<file path="src/hw/rtl/tpc_pkg.sv">
// Shared constants, codes and types of the three-phase PWM compare calculator.
package tpc_pkg;

  // Fixed field widths
  localparam int FREQ_W     = 16;
  localparam int DUTY_W     = 13;
  localparam int CMP_W      = 16;
  localparam int PRE_W      = 3;
  localparam int CFG_IDX_W  = 2;
  localparam int CFG_DATA_W = 16;

  // Saturation limits and the prescale threshold shift
  localparam logic [CMP_W-1:0] CMP_MAX   = 16'd65535;
  localparam logic [PRE_W-1:0] PRE_MAX   = 3'd7;
  localparam int               PRE_SHIFT = 16;

  // Configuration register reset values
  localparam logic [FREQ_W-1:0] PWM_FREQ_RST = 16'd8000;
  localparam logic [FREQ_W-1:0] FREQ_MIN_RST = 16'd1;
  localparam logic [FREQ_W-1:0] FREQ_MAX_RST = 16'd65535;

  // Parameter defaults
  localparam int BUS_CLOCK_HZ_DEF = 48000000;
  localparam int DUTY_BITS_DEF    = 12;

  // Configuration register indexes
  typedef enum logic [CFG_IDX_W-1:0] {
    CFG_PWM_FREQ = 2'd0,
    CFG_FREQ_MIN = 2'd1,
    CFG_FREQ_MAX = 2'd2,
    CFG_CENTER   = 2'd3
  } cfg_reg_t;

  // Timing settings handed from the period unit to the datapath
  typedef struct packed {
    logic             run;
    logic             center;
    logic [PRE_W-1:0] prescale;
    logic [CMP_W-1:0] period;
  } tpc_timing_t;

endpackage

</file>
<file path="src/hw/rtl/tpc_if.sv">
// Valid/ready channel interfaces for the duty input and the compare result.

interface tpc_in_if;
  logic                      valid;
  logic                      ready;
  logic [tpc_pkg::DUTY_W-1:0] duty_a;
  logic [tpc_pkg::DUTY_W-1:0] duty_b;
  logic [tpc_pkg::DUTY_W-1:0] duty_c;

  modport source (output valid, output duty_a, output duty_b, output duty_c, input ready);
  modport sink   (input valid, input duty_a, input duty_b, input duty_c, output ready);
endinterface

interface tpc_out_if;
  logic                      valid;
  logic                      ready;
  logic [tpc_pkg::PRE_W-1:0] prescale_code;
  logic [tpc_pkg::CMP_W-1:0] period_count;
  logic [tpc_pkg::CMP_W-1:0] a_low_compare;
  logic [tpc_pkg::CMP_W-1:0] a_high_compare;
  logic [tpc_pkg::CMP_W-1:0] b_low_compare;
  logic [tpc_pkg::CMP_W-1:0] b_high_compare;
  logic [tpc_pkg::CMP_W-1:0] c_low_compare;
  logic [tpc_pkg::CMP_W-1:0] c_high_compare;

  modport source (
    output valid, output prescale_code, output period_count,
    output a_low_compare, output a_high_compare,
    output b_low_compare, output b_high_compare,
    output c_low_compare, output c_high_compare,
    input  ready
  );
  modport sink (
    input  valid, input prescale_code, input period_count,
    input  a_low_compare, input a_high_compare,
    input  b_low_compare, input b_high_compare,
    input  c_low_compare, input c_high_compare,
    output ready
  );
endinterface

</file>
<file path="src/hw/rtl/tpc_period.sv">
// Config registers, frequency clamp, prescale select and serial period divider.
module tpc_period #(
  parameter int BUS_CLOCK_HZ = tpc_pkg::BUS_CLOCK_HZ_DEF
) (
  input  logic                            clk,
  input  logic                            rst_n,
  input  logic                            cfg_wr_en,
  input  logic [tpc_pkg::CFG_IDX_W-1:0]   cfg_index,
  input  logic [tpc_pkg::CFG_DATA_W-1:0]  cfg_data,
  output tpc_pkg::tpc_timing_t            timing
);

  // Numerator is (bus >> pre) + freq/2
  localparam int NUM_W = $clog2(BUS_CLOCK_HZ + (1 << (tpc_pkg::FREQ_W - 1)) + 1);
  localparam int CNT_W = $clog2(NUM_W + 1);
  localparam logic [tpc_pkg::FREQ_W:0] THR   = (tpc_pkg::FREQ_W + 1)'(BUS_CLOCK_HZ >> tpc_pkg::PRE_SHIFT);
  localparam logic [NUM_W-1:0]         BUS_N = NUM_W'(BUS_CLOCK_HZ);

  typedef enum logic [3:0] {
    ST_PREP = 4'b0001,
    ST_DIV  = 4'b0010,
    ST_FIN  = 4'b0100,
    ST_RUN  = 4'b1000
  } state_t;

  state_t                        state_r, state_nxt;
  logic [tpc_pkg::FREQ_W-1:0]    pwm_freq_r, freq_min_r, freq_max_r;
  logic                          center_r;
  logic [CNT_W-1:0]              cnt_r, cnt_nxt;
  logic [NUM_W-1:0]              quo_r, quo_nxt;
  logic [tpc_pkg::FREQ_W-1:0]    rem_r, rem_nxt;
  logic [tpc_pkg::FREQ_W-1:0]    div_r, div_nxt;
  logic                          fzero_r, fzero_nxt;
  logic [tpc_pkg::PRE_W-1:0]     pre_r, pre_nxt;
  logic [tpc_pkg::CMP_W-1:0]     period_r, period_nxt;

  logic [tpc_pkg::FREQ_W-1:0]    freq_clamp;
  logic [tpc_pkg::PRE_W-1:0]     pre_calc;
  logic [tpc_pkg::FREQ_W:0]      rem_sh, rem_dif;
  logic                          rem_ge;
  logic [NUM_W-1:0]              quo_m1;

  // Clamp: max test wins when bounds cross
  always_comb begin
    if (pwm_freq_r > freq_max_r) begin
      freq_clamp = freq_max_r;
    end else if (pwm_freq_r < freq_min_r) begin
      freq_clamp = freq_min_r;
    end else begin
      freq_clamp = pwm_freq_r;
    end
  end

  // First prescale whose threshold the frequency exceeds, else the top code
  always_comb begin
    pre_calc = tpc_pkg::PRE_MAX;
    for (int p = 6; p >= 0; p--) begin
      if ({1'b0, freq_clamp} > (THR >> p)) begin
        pre_calc = tpc_pkg::PRE_W'(p);
      end
    end
  end

  // Restoring divide step, one quotient bit per cycle
  assign rem_sh  = {rem_r, quo_r[NUM_W-1]};
  assign rem_ge  = rem_sh >= {1'b0, div_r};
  assign rem_dif = rem_sh - {1'b0, div_r};
  assign quo_m1  = quo_r - NUM_W'(1);

  always_comb begin
    state_nxt  = state_r;
    cnt_nxt    = cnt_r;
    quo_nxt    = quo_r;
    rem_nxt    = rem_r;
    div_nxt    = div_r;
    fzero_nxt  = fzero_r;
    pre_nxt    = pre_r;
    period_nxt = period_r;
    case (state_r)
      ST_PREP: begin
        quo_nxt   = (BUS_N >> pre_calc) + NUM_W'(freq_clamp >> 1);
        rem_nxt   = '0;
        div_nxt   = freq_clamp;
        fzero_nxt = (freq_clamp == '0);
        pre_nxt   = pre_calc;
        cnt_nxt   = CNT_W'(NUM_W);
        state_nxt = ST_DIV;
      end
      ST_DIV: begin
        rem_nxt = rem_ge ? rem_dif[tpc_pkg::FREQ_W-1:0] : rem_sh[tpc_pkg::FREQ_W-1:0];
        quo_nxt = {quo_r[NUM_W-2:0], rem_ge};
        cnt_nxt = cnt_r - CNT_W'(1);
        if (cnt_r == CNT_W'(1)) begin
          state_nxt = ST_FIN;
        end
      end
      ST_FIN: begin
        // Quotient minus one, saturated at both ends
        if (fzero_r) begin
          period_nxt = tpc_pkg::CMP_MAX;
        end else if (quo_r == '0) begin
          period_nxt = '0;
        end else if ((quo_m1 >> tpc_pkg::CMP_W) != '0) begin
          period_nxt = tpc_pkg::CMP_MAX;
        end else begin
          period_nxt = quo_m1[tpc_pkg::CMP_W-1:0];
        end
        state_nxt = ST_RUN;
      end
      ST_RUN: begin
        state_nxt = ST_RUN;
      end
      default: begin
        state_nxt = ST_PREP;
      end
    endcase
    // Any config write restarts the timing calculation
    if (cfg_wr_en) begin
      state_nxt = ST_PREP;
    end
  end

  // Control state and config registers
  always_ff @(posedge clk) begin
    if (!rst_n) begin
      state_r    <= ST_PREP;
      pwm_freq_r <= tpc_pkg::PWM_FREQ_RST;
      freq_min_r <= tpc_pkg::FREQ_MIN_RST;
      freq_max_r <= tpc_pkg::FREQ_MAX_RST;
      center_r   <= 1'b0;
    end else begin
      state_r <= state_nxt;
      if (cfg_wr_en) begin
        case (cfg_index)
          tpc_pkg::CFG_PWM_FREQ: pwm_freq_r <= cfg_data;
          tpc_pkg::CFG_FREQ_MIN: freq_min_r <= cfg_data;
          tpc_pkg::CFG_FREQ_MAX: freq_max_r <= cfg_data;
          tpc_pkg::CFG_CENTER:   center_r   <= cfg_data[0];
          default: ;
        endcase
      end
    end
  end

  // Divider datapath
  always_ff @(posedge clk) begin
    cnt_r    <= cnt_nxt;
    quo_r    <= quo_nxt;
    rem_r    <= rem_nxt;
    div_r    <= div_nxt;
    fzero_r  <= fzero_nxt;
    pre_r    <= pre_nxt;
    period_r <= period_nxt;
  end

  assign timing.run      = (state_r == ST_RUN);
  assign timing.center   = center_r;
  assign timing.prescale = pre_r;
  assign timing.period   = period_r;

endmodule

</file>
<file path="src/hw/rtl/tpc_lane.sv">
// One phase lane: duty scaling multiply, then edge or center compare pair.
module tpc_lane #(
  parameter int DUTY_BITS = tpc_pkg::DUTY_BITS_DEF
) (
  input  logic                         clk,
  input  logic                         load,
  input  logic [tpc_pkg::DUTY_W-1:0]   duty,
  input  logic [tpc_pkg::CMP_W-1:0]    period,
  input  logic                         center,
  output logic [tpc_pkg::CMP_W-1:0]    low_cmp,
  output logic [tpc_pkg::CMP_W-1:0]    high_cmp
);

  localparam int PROD_W = tpc_pkg::DUTY_W + tpc_pkg::CMP_W + 1;

  logic [PROD_W-1:0] prod_r;
  logic [PROD_W-1:0] scaled, half, mid, sum;

  // Stage 1: duty times (period + 1)
  always_ff @(posedge clk) begin
    if (load) begin
      prod_r <= PROD_W'(duty) * PROD_W'({1'b0, period} + 17'd1);
    end
  end

  assign scaled = prod_r >> DUTY_BITS;
  assign half   = scaled >> 1;
  assign mid    = PROD_W'(period >> 1);
  assign sum    = mid + half;

  // Stage 2: compare pair with saturation
  always_comb begin
    if (center) begin
      low_cmp  = (half > mid) ? '0 : tpc_pkg::CMP_W'(mid - half);
      high_cmp = ((sum >> tpc_pkg::CMP_W) != '0) ? tpc_pkg::CMP_MAX
                                                 : sum[tpc_pkg::CMP_W-1:0];
    end else begin
      low_cmp  = '0;
      high_cmp = ((scaled >> tpc_pkg::CMP_W) != '0) ? tpc_pkg::CMP_MAX
                                                    : scaled[tpc_pkg::CMP_W-1:0];
    end
  end

endmodule

</file>
<file path="src/hw/rtl/three_phase_pwm_compare_calc.sv">
// Top level: three phase lanes, period unit and the merging output register.
//
// Usage:
//   in_chan carries three duty values (full scale 2**DUTY_BITS); out_chan
//   returns the prescale code, the period count and three compare pairs.
//   The cfg_ port writes pwm_frequency, frequency_min, frequency_max and
//   center_aligned by index; write it only while no transfer is in flight.
// Timing:
//   Prescale and period depend on configuration only. After reset and after
//   every config write the serial divider recomputes them, one quotient bit
//   per cycle, and in_chan.ready stays low until it is done. Config writes
//   are taken at any time. Afterwards one item is taken every cycle while
//   out_chan.ready stays high; a result passes through the multiply stage,
//   then the output register.
// Stall:
//   While out_chan.ready is low the result holds; one more item can enter
//   the multiply stage before in_chan.ready drops.
// Reset: synchronous active-low rst_n clears the pipeline and restores the
//   register defaults.
module three_phase_pwm_compare_calc #(
  parameter int BUS_CLOCK_HZ = tpc_pkg::BUS_CLOCK_HZ_DEF,
  parameter int DUTY_BITS    = tpc_pkg::DUTY_BITS_DEF
) (
  input  logic                           clk,
  input  logic                           rst_n,
  tpc_in_if.sink                         in_chan,
  tpc_out_if.source                      out_chan,
  input  logic                           cfg_wr_en,
  input  logic [tpc_pkg::CFG_IDX_W-1:0]  cfg_index,
  input  logic [tpc_pkg::CFG_DATA_W-1:0] cfg_data
);

  localparam int LANES = 3;

  tpc_pkg::tpc_timing_t       timing;
  logic                       v1_r, v1_nxt;
  logic                       v2_r, v2_nxt;
  logic                       adv1, adv2, in_xfer;
  logic [tpc_pkg::DUTY_W-1:0] duty   [LANES];
  logic [tpc_pkg::CMP_W-1:0]  lo     [LANES];
  logic [tpc_pkg::CMP_W-1:0]  hi     [LANES];
  logic [tpc_pkg::CMP_W-1:0]  lo_r   [LANES];
  logic [tpc_pkg::CMP_W-1:0]  hi_r   [LANES];
  logic [tpc_pkg::PRE_W-1:0]  pre_r;
  logic [tpc_pkg::CMP_W-1:0]  period_r;

  tpc_period #(
    .BUS_CLOCK_HZ (BUS_CLOCK_HZ)
  ) u_period (
    .clk       (clk),
    .rst_n     (rst_n),
    .cfg_wr_en (cfg_wr_en),
    .cfg_index (cfg_index),
    .cfg_data  (cfg_data),
    .timing    (timing)
  );

  // Pipeline flow control
  assign adv2          = !v2_r || out_chan.ready;
  assign adv1          = !v1_r || adv2;
  assign in_chan.ready = adv1 && timing.run;
  assign in_xfer       = in_chan.valid && in_chan.ready;
  assign v1_nxt        = adv1 ? in_xfer : v1_r;
  assign v2_nxt        = adv2 ? v1_r : v2_r;

  always_ff @(posedge clk) begin
    if (!rst_n) begin
      v1_r <= 1'b0;
      v2_r <= 1'b0;
    end else begin
      v1_r <= v1_nxt;
      v2_r <= v2_nxt;
    end
  end

  assign duty[0] = in_chan.duty_a;
  assign duty[1] = in_chan.duty_b;
  assign duty[2] = in_chan.duty_c;

  // Phase lanes
  for (genvar g = 0; g < LANES; g++) begin : g_lane
    tpc_lane #(
      .DUTY_BITS (DUTY_BITS)
    ) u_lane (
      .clk      (clk),
      .load     (in_xfer),
      .duty     (duty[g]),
      .period   (timing.period),
      .center   (timing.center),
      .low_cmp  (lo[g]),
      .high_cmp (hi[g])
    );
  end

  // Merge lanes and timing into the output register
  always_ff @(posedge clk) begin
    if (adv2 && v1_r) begin
      pre_r    <= timing.prescale;
      period_r <= timing.period;
      for (int i = 0; i < LANES; i++) begin
        lo_r[i] <= lo[i];
        hi_r[i] <= hi[i];
      end
    end
  end

  assign out_chan.valid          = v2_r;
  assign out_chan.prescale_code  = pre_r;
  assign out_chan.period_count   = period_r;
  assign out_chan.a_low_compare  = lo_r[0];
  assign out_chan.a_high_compare = hi_r[0];
  assign out_chan.b_low_compare  = lo_r[1];
  assign out_chan.b_high_compare = hi_r[1];
  assign out_chan.c_low_compare  = lo_r[2];
  assign out_chan.c_high_compare = hi_r[2];

endmodule

</file>
<file path="src/flat_wrapper.sv">
// flat-port wrapper written by rule: the top's interface ports become plain ports
module three_phase_pwm_compare_calc_flat 
#(
  parameter int BUS_CLOCK_HZ = tpc_pkg::BUS_CLOCK_HZ_DEF,
  parameter int DUTY_BITS    = tpc_pkg::DUTY_BITS_DEF
)
  (clk, rst_n, cfg_wr_en, cfg_index, cfg_data, in_chan_valid, in_chan_duty_a, in_chan_duty_b, in_chan_duty_c, in_chan_ready, out_chan_valid, out_chan_prescale_code, out_chan_period_count, out_chan_a_low_compare, out_chan_a_high_compare, out_chan_b_low_compare, out_chan_b_high_compare, out_chan_c_low_compare, out_chan_c_high_compare, out_chan_ready);
  tpc_in_if in_chan_i ();
  tpc_out_if out_chan_i ();
  input  logic clk;
  input  logic rst_n;
  input  logic cfg_wr_en;
  input  logic [tpc_pkg::CFG_IDX_W-1:0] cfg_index;
  input  logic [tpc_pkg::CFG_DATA_W-1:0] cfg_data;
  input wire logic [$bits(in_chan_i.valid)-1:0] in_chan_valid;
  input wire logic [$bits(in_chan_i.duty_a)-1:0] in_chan_duty_a;
  input wire logic [$bits(in_chan_i.duty_b)-1:0] in_chan_duty_b;
  input wire logic [$bits(in_chan_i.duty_c)-1:0] in_chan_duty_c;
  output wire logic [$bits(in_chan_i.ready)-1:0] in_chan_ready;
  output wire logic [$bits(out_chan_i.valid)-1:0] out_chan_valid;
  output wire logic [$bits(out_chan_i.prescale_code)-1:0] out_chan_prescale_code;
  output wire logic [$bits(out_chan_i.period_count)-1:0] out_chan_period_count;
  output wire logic [$bits(out_chan_i.a_low_compare)-1:0] out_chan_a_low_compare;
  output wire logic [$bits(out_chan_i.a_high_compare)-1:0] out_chan_a_high_compare;
  output wire logic [$bits(out_chan_i.b_low_compare)-1:0] out_chan_b_low_compare;
  output wire logic [$bits(out_chan_i.b_high_compare)-1:0] out_chan_b_high_compare;
  output wire logic [$bits(out_chan_i.c_low_compare)-1:0] out_chan_c_low_compare;
  output wire logic [$bits(out_chan_i.c_high_compare)-1:0] out_chan_c_high_compare;
  input wire logic [$bits(out_chan_i.ready)-1:0] out_chan_ready;
  assign in_chan_i.valid = in_chan_valid;
  assign in_chan_i.duty_a = in_chan_duty_a;
  assign in_chan_i.duty_b = in_chan_duty_b;
  assign in_chan_i.duty_c = in_chan_duty_c;
  assign in_chan_ready = in_chan_i.ready;
  assign out_chan_valid = out_chan_i.valid;
  assign out_chan_prescale_code = out_chan_i.prescale_code;
  assign out_chan_period_count = out_chan_i.period_count;
  assign out_chan_a_low_compare = out_chan_i.a_low_compare;
  assign out_chan_a_high_compare = out_chan_i.a_high_compare;
  assign out_chan_b_low_compare = out_chan_i.b_low_compare;
  assign out_chan_b_high_compare = out_chan_i.b_high_compare;
  assign out_chan_c_low_compare = out_chan_i.c_low_compare;
  assign out_chan_c_high_compare = out_chan_i.c_high_compare;
  assign out_chan_i.ready = out_chan_ready;
  three_phase_pwm_compare_calc #(.BUS_CLOCK_HZ(BUS_CLOCK_HZ), .DUTY_BITS(DUTY_BITS)) u_core (.clk(clk), .rst_n(rst_n), .in_chan(in_chan_i), .out_chan(out_chan_i), .cfg_wr_en(cfg_wr_en), .cfg_index(cfg_index), .cfg_data(cfg_data));
endmodule
</file>
<file path="config.mk">
export PLATFORM = sky130hd
export DESIGN_NAME = three_phase_pwm_compare_calc_flat
export DESIGN_NICKNAME = d
export VERILOG_FILES = /design/src/hw/rtl/tpc_pkg.sv /design/src/hw/rtl/tpc_if.sv /design/src/hw/rtl/tpc_period.sv /design/src/hw/rtl/tpc_lane.sv /design/src/hw/rtl/three_phase_pwm_compare_calc.sv /design/src/flat_wrapper.sv
export SDC_FILE = /design/constraint.sdc
export NUM_CORES = 2
export LEC_CHECK = 0
export ABC_AREA = 0
export BUFFER_PORTS_ARGS = -buffer_cell sky130_fd_sc_hd__buf_4
export CORE_UTILIZATION = 47
export CTS_CLUSTER_SIZE = 30
export DETAILED_ROUTE_END_ITERATION = 8
export PLACE_DENSITY = 0.73
export SLEW_MARGIN = 0
export SYNTH_ARGS = -nofsm -noshare
export SYNTH_HDL_FRONTEND = slang
export SYNTH_SLANG_ARGS = --single-unit
</file>
<file path="constraint.sdc">
create_clock -name clk -period 11 [get_ports clk]
set_clock_uncertainty 0.15 [all_clocks]
set_input_delay 1.65 -clock clk [delete_from_list [all_inputs] [get_ports clk]]
set_output_delay 1.65 -clock clk [all_outputs]
set_load 0.1 [all_outputs]
</file>
==> metrics.txt <==
total die area 84,810 sq um; Syn Nets 5,290; H-Tree Depth 2; slew margin rel. about 15%; Die W a little under 300 um; Worst VDD drop roughly 100 uV; CP top delay family adder cells; Reg power frac 43.5%; Most used DFF post-synth edfxtp_1; fillers between 7,000 and 8,000; crit path max fanout 39; final net count approximately 5,300; unrepaired setup endpoints after global routing false; most frequent CP cell fa_1; met2 WL 45.79 mm; Startpoint Class flip-flop; Worst-Margin Slew 1.272 ns; CTS root buffer clkbuf_16; fraction of registers with async set or reset after synthesis 0%; non-filler cells, final 5,447; Placed Instances 5,385; Die Ht 291.2 um; Clock Power Share between 30 and 40%; P_int approximately 0.0022 W; Port Buf Inserts between 150 and 200; Fin Setup TNS 0 ns; Final ANT Viol Nets 0; Post-synth EDFFs about 250; minimum clock period 9.046 ns; Distinct cells, synth 79; vias in the first global route 29,500; grt total ovfl 0; GRT Util Overall 23.92%; M1 WL ~43 mm; post-CTS sizing 0; Net Switching about 0.00094 W; area grow syn2layout 8.660%; CP max stage delay ~0.66 ns; clk slew on worst S/H paths 0.07 ns; WL per Instance 18.36 um; Routed met3 length 7.789 mm; drt first pass iters 6; maxcap violations 0; Place WS 2.008 ns; Routed WL 100.0 mm; pin count of the biggest net entering global routing 83; clock buffer count from CTS 34; Final HPWL DP 78.01 mm; Final Slew Violations 0; max layer used met4; via/cell ratio approximately 5.5; Hold Vio Cnt, Final 0; status finished clean; Yosys warning count 0; Logic pwr share approximately a fifth; Post CTS Setup Buffer Count 0; Post-Syn Instances 4,310; Critical Path RT ~11 ns; Mapped Avg Cell Area 9.122 sq um; Yosys reg bits between 300 and 400; WP buf/inv 4; Leak 19.66 nW; crit path DAT 9.19 ns; CP Capture Type flip-flop; initial antenna violation count 3; CTS tree built; crit share post-route 82.23%; # DRC 0; Final Setup Violations 0; Achievable Freq 110.6 MHz; Final Util 51.86%; sequential share of the synthesized area 22.05%; CTS Hold Bufs 0; Core Region 82,370 sq um; io pins about 180; Iter 0 DRT Violations ~2,200; Final WS setup just under 2 ns; num rows roughly 110; power density cells 74.60 nW/um^2; Starting Density 47.73%; first-pass GRT wire length about 160 mm; Worst path slowest cell edfxtp_1; worst skew pair latency 0.55 ns; clock sink count 307; Clock Path Buffers 3; Net Sw Frac 29.54%; most frequent cells in the layout inv_1 (707), nand2_1 (584), fa_1 (500), ha_1 (418), edfxtp_1 (252); share of cells above drive strength 1 7.518%; Crit Path Category reg -> reg; hold crit path type reg -> reg; commonest non-fill, non-tap cell in the layout inv_1; mapped cell area ~40,000 sq um; routed vias roughly 30,000; GPL Wtd Cong between 0.9 and 1
-- registers in the layout, summed over array words and instances (netlist names), 26 cells and up --
signal	flops
u_core.hi_r	48
u_core.g_lane.u_lane.prod_r	54
u_core.u_period.quo_r	26
u_core.lo_r	48
-- power groups by stage --
stage	clock, W	combinational (W)	sequential [W]
final	0.00115	0.000645	0.00139
after global routing	0.00122	0.000713	0.00139
after floorplan	0	0.000472	0.00139
after global placement	0	0.000619	0.00141
after CTS	0.00117	0.000636	0.00139
after detailed placement	0	0.000630	0.00141
-- cells in the mapped netlist, types with 4 or more instances --
master	number	area share [%]
xor2_1	36	0.80
ha_1	418	13
nor2b_1	62	0.99
nand2b_1	38	0.60
o21ai_0	118	1.5
mux2i_1	30	0.76
buf_2	8	0.10
a2bb2oi_1	4	0.089
and3_1	25	0.40
nor3b_1	7	0.13
and4_1	4	0.089
and2_1	226	3.6
buf_1	12	0.11
edfxtp_1	252	19
or3_1	31	0.49
o21ai_1	4	0.051
nor3_1	68	0.87
nand3_1	52	0.66
a2111oi_0	7	0.16
or2_2	21	0.33
nand4b_1	4	0.089
a21oi_1	215	2.7
dfxtp_1	55	2.8
o21bai_1	21	0.40
nand4_1	23	0.37
o31a_1	4	0.089
clkbuf_1	188	1.8
nor4_1	20	0.32
a21o_1	30	0.57
a211oi_1	12	0.23
a31oi_1	28	0.45
o211ai_1	27	0.52
fa_1	500	25
a221o_1	8	0.20
xnor2_1	112	2.5
inv_1	707	6.8
a221oi_1	5	0.11
a21boi_0	37	0.71
o21a_1	19	0.36
nor2_1	228	2.2
nand2_1	584	5.6
-- stage by stage --
stage	hold slack (ns)	total power [W]	area, sq um
after global routing	0.2959	0.003325	42720
after floorplan	0.2503	0.001865	39310
after CTS	0.2892	0.003195	42720
after global placement	0.2566	0.002026	41620
final	0.2852	0.003187	42720
after detailed placement	0.2718	0.002040	41620
-- cell families after synthesis --
kind of cell	Yosys count	synth area share, %
buffers and inverters	919	8.870
XOR/XNOR	148	3.297
AO/OA/AOI/OAI	579	9.207
flip-flops	307	22.05
AND/OR/NAND/NOR	1409	17.05
adder cells (fa/ha/maj)	918	38.76
multiplexers	30	0.7638
-- final cells by class --
cell class | instances | area, sq um | share of cell area, %
antenna | 1 | 2.502 | 0.005858
tap | 1070 | 1339 | 3.134
sequential | 307 | 8668 | 20.29
clock buffer | 38 | 897.1 | 2.100
inverter | 708 | 2670 | 6.250
multi-input combinational | 3084 | 27320 | 63.95
timing repair buffer | 216 | 1622 | 3.796
clock inverter | 23 | 200.2 | 0.4686
-- worst paths after layout --
kind                          startpoint                                 end  slack [ns]  cells after the start
max          u_core.u_period.period_r[1]  u_core.g_lane[1].u_lane.prod_r[29]        1.95                     27
min             u_core.u_period.pre_r[1]    u_core.out_chan.prescale_code[1]        0.29                      0
max reg2reg  u_core.u_period.period_r[1]  u_core.g_lane[1].u_lane.prod_r[29]        1.95                     27
min reg2reg     u_core.u_period.pre_r[1]    u_core.out_chan.prescale_code[1]        0.29                      0
-- per-layer routing --
layer  global-route usage (%)  up-vias
met1                    33.54    14720
met2                    38.09     1018
li1                         -    13880
met5                        0        -
met4                    7.188        0
met3                    3.734      155
No activity file was read; power rests on OpenSTA's default activity.
